### config.mk
export PLATFORM = sky130hd
export DESIGN_NAME = interlock_loop_fault_monitor
export DESIGN_NICKNAME = d
export VERILOG_FILES = /design/src/ilfm_pkg.sv /design/src/interlock_loop_fault_monitor.sv
export SDC_FILE = /design/constraint.sdc
export NUM_CORES = 1
export LEC_CHECK = 0
export ABC_CLOCK_PERIOD_IN_PS = 2610
export BUFFER_PORTS_ARGS = -buffer_cell sky130_fd_sc_hd__buf_4
export CORE_AREA = 3 3 54 56
export DETAILED_ROUTE_END_ITERATION = 16
export DIE_AREA = 0 0 57 59
export PLACE_DENSITY = 0.76
export REMOVE_ABC_BUFFERS = 1
export SLEW_MARGIN = 20
export SYNTH_ARGS = -nofsm -noshare
export SYNTH_HDL_FRONTEND = slang
export SYNTH_SLANG_ARGS = --single-unit
### constraint.sdc
create_clock -name clk -period 2.61 [get_ports clk]
set_clock_uncertainty 0.15 [all_clocks]
set_input_delay 0.261 -clock clk [delete_from_list [all_inputs] [get_ports clk]]
set_output_delay 0.261 -clock clk [all_outputs]
set_load 0.03 [all_outputs]
### src/ilfm_pkg.sv
// ----------------------------------------------------------------------------
// ilfm_pkg
// Shared types, constants and helpers for the interlock loop fault monitor.
// ----------------------------------------------------------------------------
`default_nettype none

package ilfm_pkg;

    localparam int unsigned POINT_COUNT = 9;

    typedef logic [POINT_COUNT-1:0] points_t;
    typedef logic [3:0]             phase_t;
    typedef logic [3:0]             level_t;
    typedef logic [2:0]             event_t;

    localparam phase_t PHASE_WAIT_READY = 4'd9;
    localparam phase_t PHASE_MONITOR    = 4'd10;

    localparam level_t LEVEL_NONE = 4'd15;

    localparam int unsigned POINT_HVD  = 3;
    localparam int unsigned POINT_CBRB = 6;
    localparam int unsigned POINT_TSMS = 7;
    localparam int unsigned POINT_HW   = 8;

    localparam event_t EV_NONE     = 3'd0;
    localparam event_t EV_FAULT    = 3'd1;
    localparam event_t EV_READY    = 3'd2;
    localparam event_t EV_PRESSED  = 3'd3;
    localparam event_t EV_RELEASED = 3'd4;

    // index of the lowest open point, point count when all are closed
    function automatic logic [3:0] first_open(input points_t pts);
        logic [3:0] idx;
        idx = 4'(POINT_COUNT);
        for (int k = POINT_COUNT - 1; k >= 0; k--)
        begin
            if (!pts[k])
            begin
                idx = 4'(k);
            end
        end
        return idx;
    endfunction

endpackage

`default_nettype wire

### src/interlock_loop_fault_monitor.sv
// ----------------------------------------------------------------------------
// interlock_loop_fault_monitor
// Startup sequencing and HV fault reporting over nine interlock sense points.
// ----------------------------------------------------------------------------
// Usage:
//   Input channel (in_valid / in_stall) carries one monitoring tick: the nine
//   sense bits and the system-up ready flag. Output channel (out_valid /
//   out_stall) carries one result per tick: event code, first open point,
//   initialised flag and the contactor-close pulse.
//   The configuration channel (cfg_valid / cfg_ready) writes the skip bit; it
//   is always ready and should only be written while the block is idle.
//   The result is valid in the cycle after the transfer in. Throughput is one
//   tick per cycle while the receiver does not stall, set by the result
//   register stage that follows the combinational tick logic.
//   Reset puts startup back to waiting for the first point, clears the
//   reported level, button mark, initialised flag and skip bit, and empties
//   the result register.
//   While the receiver stalls a held result, in_stall is raised and no new
//   tick is taken; the held result stays unchanged.
// ----------------------------------------------------------------------------
`default_nettype none

module interlock_loop_fault_monitor
(
    input  wire logic              clk,
    input  wire logic              rst_n,

    input  wire logic              cfg_valid,
    output logic                   cfg_ready,
    input  wire logic              skip_charging_checks,

    input  wire logic              in_valid,
    output logic                   in_stall,
    input  wire ilfm_pkg::points_t sense_bits,
    input  wire logic              system_up_ready,

    output logic                   out_valid,
    input  wire logic              out_stall,
    output ilfm_pkg::event_t       event_code,
    output logic [3:0]             first_failed_point,
    output logic                   monitor_initialized,
    output logic                   close_ams_contactor
);

    import ilfm_pkg::*;

    logic    skip_reg;
    phase_t  phase_reg,     phase_next;
    level_t  level_reg,     level_next;
    logic    pressed_reg,   pressed_next;
    logic    init_reg,      init_next;

    logic       out_valid_reg;
    event_t     event_reg,   event_next;
    logic [3:0] first_reg,   first_next;
    logic       pulse_reg,   pulse_next;

    logic    accept;
    points_t pts;
    points_t masked;
    phase_t  chained;

    assign cfg_ready = 1'b1;
    assign in_stall  = out_valid_reg & out_stall;
    assign accept    = in_valid & ~in_stall;

    always_comb
    begin
        pts = sense_bits;
        if (skip_reg)
        begin
            pts[POINT_CBRB] = 1'b1;
            pts[POINT_TSMS] = 1'b1;
        end
    end

    // points below the current phase count as passed
    always_comb
    begin
        masked = pts;
        for (int k = 0; k < POINT_COUNT; k++)
        begin
            if (4'(k) < phase_reg)
            begin
                masked[k] = 1'b1;
            end
        end
        chained = first_open(masked);
    end

    always_comb
    begin
        phase_next   = phase_reg;
        level_next   = level_reg;
        pressed_next = pressed_reg;
        init_next    = init_reg;
        event_next   = EV_NONE;
        pulse_next   = 1'b0;
        first_next   = first_open(pts);

        if (phase_reg < PHASE_WAIT_READY)
        begin
            phase_next = chained;
            if (phase_reg <= 4'(POINT_HVD) && chained > 4'(POINT_HVD))
            begin
                pulse_next = 1'b1;
            end
            if (chained == PHASE_WAIT_READY && system_up_ready)
            begin
                event_next = EV_READY;
                init_next  = 1'b1;
                phase_next = PHASE_MONITOR;
            end
        end
        else if (phase_reg == PHASE_WAIT_READY)
        begin
            if (system_up_ready)
            begin
                event_next = EV_READY;
                init_next  = 1'b1;
                phase_next = PHASE_MONITOR;
            end
        end
        else
        begin
            if (!pts[0] && level_reg > 4'd0)
            begin
                event_next = EV_FAULT;
                level_next = 4'd0;
            end
            else if (!pts[1] && level_reg > 4'd1)
            begin
                event_next = EV_FAULT;
                level_next = 4'd1;
            end
            else if (!pts[2] && level_reg > 4'd2)
            begin
                event_next = EV_FAULT;
                level_next = 4'd2;
            end
            else if (!pts[POINT_HVD] && level_reg > 4'(POINT_HVD))
            begin
                event_next = EV_FAULT;
                level_next = 4'(POINT_HVD);
            end
            else if (!pts[POINT_CBRB] && level_reg > 4'(POINT_CBRB))
            begin
                if (!pressed_reg)
                begin
                    event_next = EV_PRESSED;
                    level_next = 4'(POINT_CBRB);
                end
                pressed_next = 1'b1;
            end
            else if (pts[POINT_CBRB] && pressed_reg)
            begin
                event_next   = EV_RELEASED;
                pressed_next = 1'b0;
                level_next   = LEVEL_NONE;
            end
            else if (!pts[POINT_TSMS] && level_reg > 4'(POINT_TSMS))
            begin
                event_next = EV_FAULT;
                level_next = 4'(POINT_TSMS);
            end
            else if (!pts[POINT_HW] && level_reg > 4'(POINT_HW))
            begin
                event_next = EV_FAULT;
                level_next = 4'(POINT_HW);
            end
        end
    end

    always_ff @(posedge clk or negedge rst_n)
    begin
        if (!rst_n)
        begin
            skip_reg      <= 1'b0;
            phase_reg     <= '0;
            level_reg     <= LEVEL_NONE;
            pressed_reg   <= 1'b0;
            init_reg      <= 1'b0;
            out_valid_reg <= 1'b0;
        end
        else
        begin
            if (cfg_valid && cfg_ready)
            begin
                skip_reg <= skip_charging_checks;
            end
            if (accept)
            begin
                phase_reg   <= phase_next;
                level_reg   <= level_next;
                pressed_reg <= pressed_next;
                init_reg    <= init_next;
            end
            out_valid_reg <= accept | (out_valid_reg & out_stall);
        end
    end

    // result payload
    always_ff @(posedge clk)
    begin
        if (accept)
        begin
            event_reg <= event_next;
            first_reg <= first_next;
            pulse_reg <= pulse_next;
        end
    end

    logic init_out_reg;

    always_ff @(posedge clk or negedge rst_n)
    begin
        if (!rst_n)
        begin
            init_out_reg <= 1'b0;
        end
        else if (accept)
        begin
            init_out_reg <= init_next;
        end
    end

    assign out_valid           = out_valid_reg;
    assign event_code          = event_reg;
    assign first_failed_point  = first_reg;
    assign monitor_initialized = init_out_reg;
    assign close_ams_contactor = pulse_reg;

`ifndef SYNTH
    a_ready_sets_init : assert property (@(posedge clk) disable iff (!rst_n)
        (out_valid && event_code == EV_READY) |-> monitor_initialized)
        else $error("ready event without initialised flag");

    a_init_sticky : assert property (@(posedge clk) disable iff (!rst_n)
        init_reg |=> init_reg)
        else $error("initialised flag dropped");

    a_level_legal : assert property (@(posedge clk) disable iff (!rst_n)
        (level_reg <= 4'd3 || level_reg == 4'd6 || level_reg == 4'd7 ||
         level_reg == 4'd8 || level_reg == LEVEL_NONE))
        else $error("reported level holds an unreachable value");

    a_pulse_in_startup : assert property (@(posedge clk) disable iff (!rst_n)
        (accept && pulse_next) |-> (phase_reg < PHASE_WAIT_READY))
        else $error("contactor pulse outside startup");
`endif

endmodule

`default_nettype wire
==> metrics.txt <==
outcome complete, but fails checks; failing checks hold timing; Syn. warnings 0; Synth top area share 18.27%; setup TNS 0 ps; Die ar. 0.003363 mm2; pin count of the biggest net entering global routing 15; Max clock buf depth 2; CTS tree yes; HPWL after DPL 2345 um; Worst-Margin Slew 506.2 ps; Die Span X 57 um; vias post-DR 1278; relative slew slack 66.18%; CP arrival 2120 ps; PwrDens just over 800 mW/mm2; Max-Cap Viols 0; ys async rst share roughly 60%; # IOs 28; Fin. Hold Viols 1; pre-CTS setup slack ~550 ps; predominant post-synthesis flop cell edfxtp_1; drt pass-1 iters 4; CTS Sinks 20; I/O Buffers 26; sequential-to-total area share from yosys stat between 40 and 50%; initial antenna violation count 0; Post-Syn Area per Cell 8.946 um2; CP endpoint kind register; first-pass GRT wire length roughly 5300 um; Worst-Skew Late Latency 300 ps; FF-to-FF path depth 5; Final Worst Setup Slack 488.0 ps; setup bufs post-CTS 0; cell with the most instances after synthesis nor2_1; Worst setup SP type register; synthesis-to-layout area growth 18.65%; #FFs+latches synth 20; Distinct cells, synth 50; top post-synthesis cells by area edfxtp_1 (18%), dfrtp_1 (15%), dfstp_2 (8.0%), nor2_1 (4.3%), nand2_1 (3.7%); DRT antenna net count 0; grt ovf 0; post-synthesis cell area 0.001315 mm2; total power 1.270 mW; RSZ-0062 raised after global routing no; maximum vdd ir drop 0.0006173 V; share of post-route cells with drive strength above 1 between 20% and 30%; Period minus WS final 2122 ps; DIE HEIGHT 59 um; Core ar. 0.002477 mm2; Peak Freq 471.2 MHz; Fin Hold WS -0.5655 ps; max-slew violation count 0; Gate Count Post-Synth 147; Final period util about four fifths; # setup viols final 0; CP required 2610 ps; num rows 18; GPL Wtd Cong 0.9129; most instantiated cells after synthesis nor2_1 (15), nand2_1 (13), o21ai_0 (9); Avg WL per Cell 15.63 um; H-Tree Depth 1; EDFF count, synth 8; Crit Path Category reg -> reg; initial core utilization 53.08%; Final #Nets 191; antenna cells 0; hold depth 2; HP Class in -> reg; maximum fanout along the worst path 14; Leakage Power 0.6278 nW; dominant cell type by area after synthesis edfxtp_1; total routed wirelength 3188 um; vias in the first global route 1192; GRT Overall Usage 19.88%; Filler Cell Count 217; number of remaining DRC errors 0; DR iter-0 viols 76; clk slew on worst S/H paths 120 ps; CTS Root Cell clkbuf_4; via/cell ratio 6.265; cts bufs inserted 3
critical path: stages (launching register included):
cell and delay (ps):
dfrtp_1 560, nor3_1 370, nor3_1 80, o311ai_1 370, nand4_1 220, o211ai_1 220
cell usage in the layout (no fill, tap or decap), drive strengths merged, types with 2 or more instances in the layout:
cell / n
a21o: 3
o31ai: 2
a221oi: 3
nand3: 6
nor2: 15
or2: 5
nand4: 4
a31oi: 2
inv: 4
mux2: 3
a211oi: 2
o21ai: 10
dfrtp: 8
o21a: 2
and2: 2
a21oi: 10
o311ai: 2
o22ai: 2
clkbuf: 4
nand2: 13
nand2b: 3
nor3: 8
edfxtp: 8
buf: 28
dfstp: 4
a21boi: 2
o211ai: 2
a32o: 3
worst paths after layout:
path	start	endpoint	slack, ps
setup reg to reg	phase_reg[3]	event_code[1]	490
setup / recovery	phase_reg[3]	event_code[1]	490
hold / removal	in_valid	out_valid	-0.6
max in group asynchronous	rst_n	level_reg[1]	1900
hold reg to reg	monitor_initialized	monitor_initialized	370
min in group asynchronous	rst_n	phase_reg[1]	170
layout make-up:
type	count	area (um2)	area share, %
multi-input combinational	117	715.7	45.87
sequential	20	545.5	34.96
timing repair buffer	29	220.2	14.11
tap	30	37.54	2.406
clock buffer	4	26.28	1.684
inverter	4	15.01	0.9623
cells by family (layout without fill, tap and decap cells):
group	Yosys count	after routing	synth area share [%]
and+or+nand+nor	61	61	22.65
buffers and inverters	10	37	4.091
AOI/OAI and AO/OA	52	52	28.64
other	1	1	0.2852
DFF	20	20	41.48
muxes	3	3	2.854
metrics by stage:
step	instance area, um2	hold slack, ps	util, %	instances
after floorplan	1276	-184.6	-	141
after detailed placement	1524	-37.10	61.52	199
final	1560	-0.5655	62.98	204
after global placement	1524	-38.73	61.52	199
after global routing	1560	3.251	62.98	204
after CTS	1560	2.244	62.98	204
power by group:
part	internal, mW	switching [mW]	leakage, nW
Combinational	0.243	0.323	0.395
Sequential	0.409	0.140	0.218
Clock	0.0595	0.0951	0.0150
Total	0.712	0.558	0.628
metal layers:
layer	track usage (%)	vias up	part of all wire (%)
li1	-	615	-
met1	25.24	595	43
met2	35.07	64	47
met3	3.268	4	9.1
met4	5.629	0	1.0
met5	0	-	0
what timing repair did:
| action | CTS | global route |
|---|---|---|
| hold buffers | 1 | 0 |
| hold endpoints to repair | 12 | 0 |
| gates resized for setup | 0 | 0 |
Note: power is estimated with default switching activity, not from simulation.
